--- src/sv/nls_pkg.sv ---
// Shared types and constants for the numeric literal scanner
package nls_pkg;

  // default limit on literal length
  localparam int unsigned MaxTextDefault = 256;

  // scan phase, one-hot
  typedef enum logic [12:0] {
    PH_IDLE    = 13'b0_0000_0000_0001,
    PH_ZERO    = 13'b0_0000_0000_0010,
    PH_DEC     = 13'b0_0000_0000_0100,
    PH_DOT     = 13'b0_0000_0000_1000,
    PH_FRAC    = 13'b0_0000_0001_0000,
    PH_U       = 13'b0_0000_0010_0000,
    PH_U3      = 13'b0_0000_0100_0000,
    PH_I       = 13'b0_0000_1000_0000,
    PH_I3      = 13'b0_0001_0000_0000,
    PH_ZERO_B  = 13'b0_0010_0000_0000,
    PH_PRE_HEX = 13'b0_0100_0000_0000,
    PH_PRE_OCT = 13'b0_1000_0000_0000,
    PH_RADIX   = 13'b1_0000_0000_0000
  } phase_e;

  // number base
  typedef enum logic [1:0] {
    BASE_DEC = 2'd0,
    BASE_HEX = 2'd1,
    BASE_BIN = 2'd2,
    BASE_OCT = 2'd3
  } base_e;

  // token kinds
  typedef enum logic [2:0] {
    K_INT    = 3'd0,
    K_LONG   = 3'd1,
    K_BYTE   = 3'd2,
    K_UINT   = 3'd3,
    K_U32    = 3'd4,
    K_I32    = 3'd5,
    K_FLOAT  = 3'd6,
    K_DOUBLE = 3'd7
  } kind_e;

  // error codes
  typedef enum logic [2:0] {
    ERR_NONE       = 3'd0,
    ERR_NO_DIGIT   = 3'd1,
    ERR_TOO_LONG   = 3'd2,
    ERR_BYTE_RANGE = 3'd3,
    ERR_U32_RANGE  = 3'd4,
    ERR_I32_RANGE  = 3'd5,
    ERR_BAD_SUFFIX = 3'd6
  } err_e;

  // value of a hex digit, 31 for anything that is not one
  function automatic logic [4:0] digit_of(input logic [7:0] c);
    logic [4:0] d;
    if (c >= "0" && c <= "9") d = 5'(c - "0");
    else if (c >= "a" && c <= "f") d = 5'(c - "a" + 8'd10);
    else if (c >= "A" && c <= "F") d = 5'(c - "A" + 8'd10);
    else d = 5'd31;
    return d;
  endfunction

  // numeric value of a base code
  function automatic logic [4:0] base_value(input base_e b);
    logic [4:0] v;
    unique case (b)
      BASE_DEC: v = 5'd10;
      BASE_HEX: v = 5'd16;
      BASE_BIN: v = 5'd2;
      BASE_OCT: v = 5'd8;
      default:  v = 5'd10;
    endcase
    return v;
  endfunction

  // case-insensitive letter match, lower is the lower-case letter
  function automatic logic is_letter(input logic [7:0] c, input logic [7:0] lower);
    return (c == lower) || (c == (lower & 8'hDF));
  endfunction

endpackage

--- src/sv/number_literal_scanner.sv ---
// Numeric literal scanner: character input register, scan step, result register
//
// Input channel: one source character (ch_i) per transfer, with start_mark_i
// high on the first digit of a literal. A NUL character marks end of text.
// Output channel: one result per finished literal with token kind, value,
// error code and the number of latest characters that were lookahead.
// Characters that do not end a literal give no result.
// Both channels use valid and stall; a transfer happens when valid is high
// and stall is low.
// The character that ends the literal sits in the input register after its
// transfer; the scan step then loads the result register from it, once the
// result register is free to take a new item.
// Throughput: one character per cycle unless the output is stalled; each
// character takes one pass through the scan step (one multiply by a constant
// base and a saturating add). When the receiver stalls, the result register
// holds its item and one more character may still be taken into the input
// register; in_stall_o rises only when that register is also full.
// Reset clears both registers' valid flags and puts the scanner in idle.
module number_literal_scanner #(
  parameter int unsigned MAX_TEXT = nls_pkg::MaxTextDefault
) (
  input  logic        clk_i,
  input  logic        rst_ni,
  input  logic        in_valid_i,
  output logic        in_stall_o,
  input  logic [7:0]  ch_i,
  input  logic        start_mark_i,
  output logic        out_valid_o,
  input  logic        out_stall_i,
  output logic [2:0]  token_kind_o,
  output logic signed [63:0] token_value_o,
  output logic [2:0]  error_code_o,
  output logic [1:0]  chars_returned_o
);

  localparam logic [8:0] MaxLen = 9'(MAX_TEXT);
  localparam logic [63:0] SMax = 64'h7FFF_FFFF_FFFF_FFFF;

  // input register
  logic       in_valid_q;
  logic [7:0] ch_q;
  logic       mark_q;

  // scan state
  nls_pkg::phase_e phase_q, phase_d;
  logic [63:0]     sum_q, sum_d;
  logic            ovf_q, ovf_d;
  logic [8:0]      len_q, len_d;
  nls_pkg::base_e  base_q, base_d;

  // result register
  logic        out_valid_q;
  logic [2:0]  kind_q;
  logic [63:0] val_q;
  logic [2:0]  err_q;
  logic [1:0]  ret_q;

  logic advance, fire, in_xfer;

  // handshake
  assign advance    = !out_valid_q || !out_stall_i;
  assign fire       = in_valid_q && advance;
  assign in_stall_o = in_valid_q && !advance;
  assign in_xfer    = in_valid_i && !in_stall_o;

  // accumulate step: sum * base + digit, saturating
  nls_pkg::base_e base_sel;
  logic [4:0]  dig;
  logic [67:0] sum_ext, prod, acc;
  logic [63:0] acc_sum;
  logic        acc_ovf;
  logic [8:0]  len_inc1, len_inc2;
  logic [63:0] sval, uval;
  logic        len_over;

  always_comb begin
    base_sel = (phase_q == nls_pkg::PH_PRE_HEX || phase_q == nls_pkg::PH_PRE_OCT ||
                phase_q == nls_pkg::PH_RADIX) ? base_q : nls_pkg::BASE_DEC;
    dig      = nls_pkg::digit_of(ch_q);
    sum_ext  = {4'd0, sum_q};
    unique case (base_sel)
      nls_pkg::BASE_DEC: prod = (sum_ext << 3) + (sum_ext << 1);
      nls_pkg::BASE_HEX: prod = sum_ext << 4;
      nls_pkg::BASE_BIN: prod = sum_ext << 1;
      nls_pkg::BASE_OCT: prod = sum_ext << 3;
      default:           prod = sum_ext;
    endcase
    acc = prod + {63'd0, dig};
    if (ovf_q) begin
      acc_sum = sum_q;
      acc_ovf = 1'b1;
    end else if (acc[67:64] != 4'd0) begin
      acc_sum = sum_q;
      acc_ovf = 1'b1;
    end else begin
      acc_sum = acc[63:0];
      acc_ovf = 1'b0;
    end
    len_inc1 = (len_q == 9'd511) ? len_q : len_q + 9'd1;
    len_inc2 = (len_q >= 9'd510) ? 9'd511 : len_q + 9'd2;
    sval     = (ovf_q || sum_q > SMax) ? SMax : sum_q;
    uval     = ovf_q ? 64'hFFFF_FFFF_FFFF_FFFF : sum_q;
    len_over = len_q >= MaxLen;
  end

  // scan step: next state and result candidate
  logic        emit, raw, use_range;
  logic [2:0]  r_kind, r_err;
  logic [63:0] r_val, r_limit;
  logic [1:0]  r_ret;
  logic [2:0]  f_kind, f_err;
  logic [63:0] f_val;

  always_comb begin
    phase_d   = phase_q;
    sum_d     = sum_q;
    ovf_d     = ovf_q;
    len_d     = len_q;
    base_d    = base_q;
    emit      = 1'b0;
    raw       = 1'b0;
    use_range = 1'b0;
    r_kind    = nls_pkg::K_INT;
    r_val     = 64'd0;
    r_err     = nls_pkg::ERR_NONE;
    r_ret     = 2'd0;
    r_limit   = 64'd0;

    if (mark_q) begin
      // new literal starts
      ovf_d  = 1'b0;
      base_d = nls_pkg::BASE_DEC;
      if (ch_q < "0" || ch_q > "9") begin
        sum_d   = 64'd0;
        len_d   = 9'd0;
        emit    = 1'b1;
        raw     = 1'b1;
        r_err   = nls_pkg::ERR_NO_DIGIT;
        r_ret   = 2'd1;
      end else begin
        sum_d   = {59'd0, dig};
        len_d   = 9'd1;
        phase_d = (ch_q == "0") ? nls_pkg::PH_ZERO : nls_pkg::PH_DEC;
      end
    end else begin
      unique case (phase_q)
        nls_pkg::PH_ZERO, nls_pkg::PH_DEC: begin
          if (phase_q == nls_pkg::PH_ZERO &&
              (nls_pkg::is_letter(ch_q, "x") || nls_pkg::is_letter(ch_q, "o"))) begin
            // radix prefix
            base_d  = nls_pkg::is_letter(ch_q, "x") ? nls_pkg::BASE_HEX : nls_pkg::BASE_OCT;
            phase_d = nls_pkg::is_letter(ch_q, "x") ? nls_pkg::PH_PRE_HEX
                                                    : nls_pkg::PH_PRE_OCT;
            sum_d   = 64'd0;
            len_d   = 9'd0;
          end else if (phase_q == nls_pkg::PH_ZERO && nls_pkg::is_letter(ch_q, "b")) begin
            phase_d = nls_pkg::PH_ZERO_B;
          end else if (ch_q >= "0" && ch_q <= "9") begin
            sum_d   = acc_sum;
            ovf_d   = acc_ovf;
            len_d   = len_inc1;
            phase_d = nls_pkg::PH_DEC;
          end else if (ch_q == ".") begin
            phase_d = nls_pkg::PH_DOT;
          end else if (nls_pkg::is_letter(ch_q, "l")) begin
            emit   = 1'b1;
            r_kind = nls_pkg::K_LONG;
            r_val  = sval;
          end else if (nls_pkg::is_letter(ch_q, "b")) begin
            emit      = 1'b1;
            use_range = 1'b1;
            r_kind    = nls_pkg::K_BYTE;
            r_val     = sval;
            r_limit   = 64'd255;
            r_err     = nls_pkg::ERR_BYTE_RANGE;
          end else if (nls_pkg::is_letter(ch_q, "u")) begin
            phase_d = nls_pkg::PH_U;
          end else if (nls_pkg::is_letter(ch_q, "i")) begin
            phase_d = nls_pkg::PH_I;
          end else begin
            emit   = 1'b1;
            r_kind = nls_pkg::K_INT;
            r_val  = sval;
            r_ret  = 2'd1;
          end
        end
        nls_pkg::PH_DOT: begin
          if (ch_q >= "0" && ch_q <= "9") begin
            len_d   = len_inc2;
            phase_d = nls_pkg::PH_FRAC;
          end else begin
            emit   = 1'b1;
            r_kind = nls_pkg::K_INT;
            r_val  = sval;
            r_ret  = 2'd2;
          end
        end
        nls_pkg::PH_FRAC: begin
          if (ch_q >= "0" && ch_q <= "9") begin
            len_d = len_inc1;
          end else begin
            emit = 1'b1;
            priority if (nls_pkg::is_letter(ch_q, "f")) begin
              r_kind = nls_pkg::K_FLOAT;
            end else if (nls_pkg::is_letter(ch_q, "d")) begin
              r_kind = nls_pkg::K_DOUBLE;
            end else begin
              r_kind = nls_pkg::K_DOUBLE;
              r_ret  = 2'd1;
            end
          end
        end
        nls_pkg::PH_U: begin
          if (ch_q == "3") begin
            phase_d = nls_pkg::PH_U3;
          end else begin
            emit   = 1'b1;
            r_kind = nls_pkg::K_UINT;
            r_val  = uval;
            r_ret  = 2'd1;
          end
        end
        nls_pkg::PH_U3: begin
          emit = 1'b1;
          if (ch_q == "2") begin
            use_range = 1'b1;
            r_kind    = nls_pkg::K_U32;
            r_val     = uval;
            r_limit   = 64'h0000_0000_FFFF_FFFF;
            r_err     = nls_pkg::ERR_U32_RANGE;
          end else begin
            r_kind = nls_pkg::K_UINT;
            r_val  = uval;
            r_ret  = 2'd2;
          end
        end
        nls_pkg::PH_I: begin
          if (ch_q == "3") begin
            phase_d = nls_pkg::PH_I3;
          end else begin
            emit   = 1'b1;
            r_kind = nls_pkg::K_INT;
            r_val  = sval;
            r_ret  = 2'd2;
          end
        end
        nls_pkg::PH_I3: begin
          emit = 1'b1;
          if (ch_q == "2") begin
            use_range = 1'b1;
            r_kind    = nls_pkg::K_I32;
            r_val     = sval;
            r_limit   = 64'h0000_0000_7FFF_FFFF;
            r_err     = nls_pkg::ERR_I32_RANGE;
          end else begin
            raw   = 1'b1;
            r_err = nls_pkg::ERR_BAD_SUFFIX;
            r_ret = 2'd2;
          end
        end
        nls_pkg::PH_ZERO_B: begin
          if (ch_q == "0" || ch_q == "1") begin
            base_d  = nls_pkg::BASE_BIN;
            sum_d   = {59'd0, dig};
            len_d   = 9'd1;
            phase_d = nls_pkg::PH_RADIX;
          end else begin
            emit      = 1'b1;
            use_range = 1'b1;
            r_kind    = nls_pkg::K_BYTE;
            r_val     = sval;
            r_limit   = 64'd255;
            r_err     = nls_pkg::ERR_BYTE_RANGE;
            r_ret     = 2'd1;
          end
        end
        nls_pkg::PH_PRE_HEX, nls_pkg::PH_PRE_OCT, nls_pkg::PH_RADIX: begin
          if (dig < nls_pkg::base_value(base_q)) begin
            sum_d   = acc_sum;
            ovf_d   = acc_ovf;
            len_d   = len_inc1;
            phase_d = nls_pkg::PH_RADIX;
          end else if (phase_q != nls_pkg::PH_RADIX) begin
            // prefix with no digit after it
            emit  = 1'b1;
            raw   = 1'b1;
            r_err = nls_pkg::ERR_NO_DIGIT;
            r_ret = 2'd1;
          end else if (nls_pkg::is_letter(ch_q, "l")) begin
            emit   = 1'b1;
            r_kind = nls_pkg::K_LONG;
            r_val  = sval;
          end else begin
            emit   = 1'b1;
            r_kind = nls_pkg::K_INT;
            r_val  = sval;
            r_ret  = 2'd1;
          end
        end
        default: begin
          // idle: characters outside a literal are ignored
          phase_d = nls_pkg::PH_IDLE;
        end
      endcase
    end

    if (emit) begin
      phase_d = nls_pkg::PH_IDLE;
    end

    // final result fields: raw errors first, then length check, then range check
    priority if (raw) begin
      f_kind = nls_pkg::K_INT;
      f_val  = 64'd0;
      f_err  = r_err;
    end else if (len_over) begin
      f_kind = nls_pkg::K_INT;
      f_val  = 64'd0;
      f_err  = nls_pkg::ERR_TOO_LONG;
    end else if (use_range && r_val > r_limit) begin
      f_kind = nls_pkg::K_INT;
      f_val  = 64'd0;
      f_err  = r_err;
    end else begin
      f_kind = r_kind;
      f_val  = r_val;
      f_err  = nls_pkg::ERR_NONE;
    end
  end

  // input register
  always_ff @(posedge clk_i or negedge rst_ni) begin
    if (!rst_ni) begin
      in_valid_q <= 1'b0;
    end else if (in_xfer) begin
      in_valid_q <= 1'b1;
    end else if (fire) begin
      in_valid_q <= 1'b0;
    end
  end

  always_ff @(posedge clk_i) begin
    if (in_xfer) begin
      ch_q   <= ch_i;
      mark_q <= start_mark_i;
    end
  end

  // scan state
  always_ff @(posedge clk_i or negedge rst_ni) begin
    if (!rst_ni) begin
      phase_q <= nls_pkg::PH_IDLE;
      sum_q   <= 64'd0;
      ovf_q   <= 1'b0;
      len_q   <= 9'd0;
      base_q  <= nls_pkg::BASE_DEC;
    end else if (fire) begin
      phase_q <= phase_d;
      sum_q   <= sum_d;
      ovf_q   <= ovf_d;
      len_q   <= len_d;
      base_q  <= base_d;
    end
  end

  // result register
  always_ff @(posedge clk_i or negedge rst_ni) begin
    if (!rst_ni) begin
      out_valid_q <= 1'b0;
    end else if (advance) begin
      out_valid_q <= fire && emit;
    end
  end

  always_ff @(posedge clk_i) begin
    if (fire && emit) begin
      kind_q <= f_kind;
      val_q  <= f_val;
      err_q  <= f_err;
      ret_q  <= r_ret;
    end
  end

  assign out_valid_o      = out_valid_q;
  assign token_kind_o     = kind_q;
  assign token_value_o    = val_q;
  assign error_code_o     = err_q;
  assign chars_returned_o = ret_q;

endmodule
--- config.mk ---
export PLATFORM = sky130hd
export DESIGN_NAME = number_literal_scanner
export DESIGN_NICKNAME = d
export VERILOG_FILES = /design/src/sv/nls_pkg.sv /design/src/sv/number_literal_scanner.sv
export SDC_FILE = /design/constraint.sdc
export NUM_CORES = 1
export LEC_CHECK = 0
export BUFFER_PORTS_ARGS = -buffer_cell sky130_fd_sc_hd__buf_2
export CORE_ASPECT_RATIO = 1.75
export CORE_MARGIN = 2
export CORE_UTILIZATION = 48
export DETAILED_ROUTE_END_ITERATION = 16
export MAX_ROUTING_LAYER = met4
export PLACE_DENSITY = 0.62
export SYNTH_ARGS = -nofsm -noshare
export SYNTH_HDL_FRONTEND = slang
export SYNTH_SLANG_ARGS = --single-unit
--- constraint.sdc ---
create_clock -name clk_i -period 11.6 [get_ports clk_i]
set_input_delay 2.9 -clock clk_i [delete_from_list [all_inputs] [get_ports clk_i]]
set_output_delay 2.9 -clock clk_i [all_outputs]
set_load 0.05 [all_outputs]
==> impl_metrics.py <==
metrics = {
    "logic_synthesis": {
        "synth_edf_count": 81,
        "synth.ff_latch_count": 172,
        "synthCells": 2303,
        "async_reset_ff_frac": 0.529,
        "synth_area_mm2": 0.0180,
        "synth_top_flop_cell": "dfrtp_1",
        "syn-num-nets": 2429,
        "yosys_warnings": 0,
        "avgSynthCellArea_um2": 7.83,
        "yosysUniqueCellTypes": 104,
        "ys_seq_area_frac": 0.261,
    },
    "placement": {
        "place_area_mm2": 0.0186,
        "place_congestion": 1.05,
        "io_buffer_count": 86,
        "hpwl_mm": 52.4,
    },
    "worst_setup_path": {
        "end_kind": "register",
        "cp_max_fo": 38,
        "cp.arrival_ns": 7.88,
        "cp-start-kind": "register",
        "path_class": "register to register",
        "critPathRequiredTime_ns": 12.01,
    },
    "run": {
        "drv_cap": 0,
    },
    "timing": {
        "period_needed_ns": 7.48,
        "whs_ns": 0.514,
        "rsz0062_at_grt": "false",
        "fmax_ghz": 0.134,
        "period_share": 0.645,
        "hold_viol_final": 0,
        "max_slew_margin": 0.0975,
        "fin_skew_ns": 0.0164,
        "finalSetupViolCount": 0,
        "setup-tns-final_ns": 0,
        "tightest_slew_ns": 1.34,
        "slew_violations": 0,
    },
    "global_route": {
        "grt_pass1_vias": 18300,
        "grt_first_pass_wirelength_mm": 105,
        "grt_util_all_layers": 0.360,
        "grt_start_max_net_pins": 74,
        "grt_overflow": 0,
        "antenna_found_initial": 0,
    },
    "floorplanning": {
        "initial_utilization": 0.489,
        "die-area_mm2": 0.0392,
        "die_w_um": 150,
        "io_pins": 87,
        "core_area_mm2": 0.0369,
        "row_count": 93,
        "die_h_um": 260,
    },
    "clock_network": {
        "clk_pin_slew_worst_paths_ns": 0.08,
        "worstSkewPairLatency_ns": 0.47,
        "postCtsHoldBufs": 0,
        "cts_tree": "done",
        "cts_setup_buffers": 0,
        "cts_sinks": 172,
        "cts_root_buffer": "clkbuf_16",
        "h-tree-depth": 4,
        "cts_max_path_buffers": 2,
        "cts_buffers": 17,
        "postCtsResizedCells": 0,
    },
    "drt": {
        "drc": 0,
        "drtAntennaViolNets": 0,
        "via_per_inst": 6.73,
        "drtIter0Drc": 1261,
        "vias": 18600,
        "totalWireLength_mm": 68.9,
        "drt_pass1_iterations": 6,
        "routedWlPerCell_um": 25.0,
    },
    "final_layout": {
        "final_cell_mix": "298 x a21oi_1, 224 x nand2_1, 186 x o21ai_0, 166 x nor2_1, 111 x ha_1",
        "syn_to_final_growth_pct": 6.30,
        "finalNetCount": 2395,
        "drive_gt1_frac": 0.0933,
        "post-route-util": 0.519,
        "num_antenna_cells": 0,
        "layout.cells.most_common": "a21oi_1",
        "final_area_mm2": 0.0192,
    },
    "pwr": {
        "p_leak_nw": 7.09,
        "swShare": 0.460,
        "power_frac_comb": 0.458,
        "clkPwrFrac": 0.220,
        "p_per_area_mw_per_mm2": 144,
        "max-vdd-ir-drop_mv": 0.127,
        "pwr-share-seq": 0.322,
        "p_sw_mw": 1.27,
        "intPower_mw": 1.49,
    },
    "status": {
        "status": "completed",
    },
    "min_path": {
        "hp-class": "register to register",
    },
}
worst paths after layout:
path | startpoint | endpoint | slack, ns | cells after the start
setup / recovery | ch_q[3]$_DFFE_PP_ | sum_q[39]$_DFFE_PN0P_ | 4.12 | 20
hold / removal | phase_q[0]$_DFFE_PN1P_ | phase_q[0]$_DFFE_PN1P_ | 0.51 | 2
setup reg to reg | ch_q[3]$_DFFE_PP_ | sum_q[39]$_DFFE_PN0P_ | 4.12 | 20
hold reg to reg | phase_q[0]$_DFFE_PN1P_ | phase_q[0]$_DFFE_PN1P_ | 0.51 | 2
max in group asynchronous | rst_ni | base_q[1]$_DFFE_PN0P_ | 7.78 | 2
min in group asynchronous | rst_ni | sum_q[25]$_DFFE_PN0P_ | 2.33 | 1
power by group through the flow:
stage	clock network [mW]	registers (mW)	logic (mW)
after detailed placement	0	0.894	1.23
after global placement	0	0.898	1.23
after global routing	0.640	0.894	1.36
after CTS	0.616	0.882	1.24
final	0.609	0.889	1.26
after floorplan	0	0.857	0.924
synth_stat cells, types with 19 or more instances:
master | n | area, um2
a211oi_1 | 35 | 263
a21o_1 | 44 | 330
a21oi_1 | 299 | 1500
a22o_1 | 58 | 508
a31oi_1 | 23 | 144
and3_1 | 54 | 338
buf_2 | 42 | 210
clkbuf_1 | 99 | 372
dfrtp_1 | 90 | 2250
edfxtp_1 | 81 | 2430
ha_1 | 111 | 1390
inv_1 | 30 | 113
mux2i_1 | 52 | 521
nand2_1 | 225 | 845
nand2b_1 | 25 | 156
nand3_1 | 59 | 295
nand4_1 | 62 | 388
nor2_1 | 167 | 627
nor3_1 | 62 | 310
nor4_1 | 25 | 156
o211ai_1 | 22 | 165
o21a_1 | 19 | 143
o21ai_0 | 187 | 936
xnor2_1 | 63 | 552
xor2_1 | 33 | 289
cell families after synthesis:
family	count (synthesis)	synth area share
compound gates	847	0.297
xor+xnor	97	0.0475
fa+ha+maj	113	0.0793
buf+inv	193	0.0456
flops	172	0.261
mux	67	0.0382
simple gates	814	0.231
state kept, by name, summed over array words and instances, names as in the netlist, 2 cells and up:
register	cells
base_q	2
phase_q	13
chars_returned_o	2
token_value_o	64
error_code_o	3
sum_q	64
len_q	9
ch_q	8
token_kind_o	3
critical path, stage by stage (launching register included):
cell	delay (ns)
edfxtp_1	0.57
or4b_1	0.59
a211oi_1	0.48
nand4_1	0.18
a21o_1	0.24
ha_1	0.33
a21o_1	0.13
a21oi_1	0.08
inv_1	0.09
o221ai_1	0.18
nor4b_1	0.48
and3b_1	0.38
nor4bb_1	0.31
nand3_1	0.34
nor3_4	0.64
a211oi_1	0.17
o21bai_1	0.31
a211oi_4	0.17
o31ai_4	0.91
buf_4	0.55
a22o_1	0.23
layer usage:
layer | vias up | wire (um) | GRT usage
met5 | - | 0 | -
met4 | 0 | 6560 | 0.281
met3 | 339 | 3230 | 0.0414
met2 | 744 | 34700 | 0.624
met1 | 8828 | 24500 | 0.364
li1 | 8642 | - | -
metrics by stage:
step	setup WS, ns	instances	total power [mW]
6_report	4.12	2757	2.76
5_1_grt	3.67	2757	2.90
4_1_cts	4.20	2757	2.74
3_5_place_dp	4.22	2725	2.12
3_3_place_gp	4.32	2725	2.12
2_1_floorplan	5.34	2303	1.78
final cells by class:
type	instances	area [um2]
clock inverters	15	176
well taps	475	594
clock buffers	17	425
fillers	3648	17700
inverters	30	113
flip-flops and latches	172	4720
repair buffers	110	613
multi-input cells	1938	12500
Power figures use the tool's default switching activity.
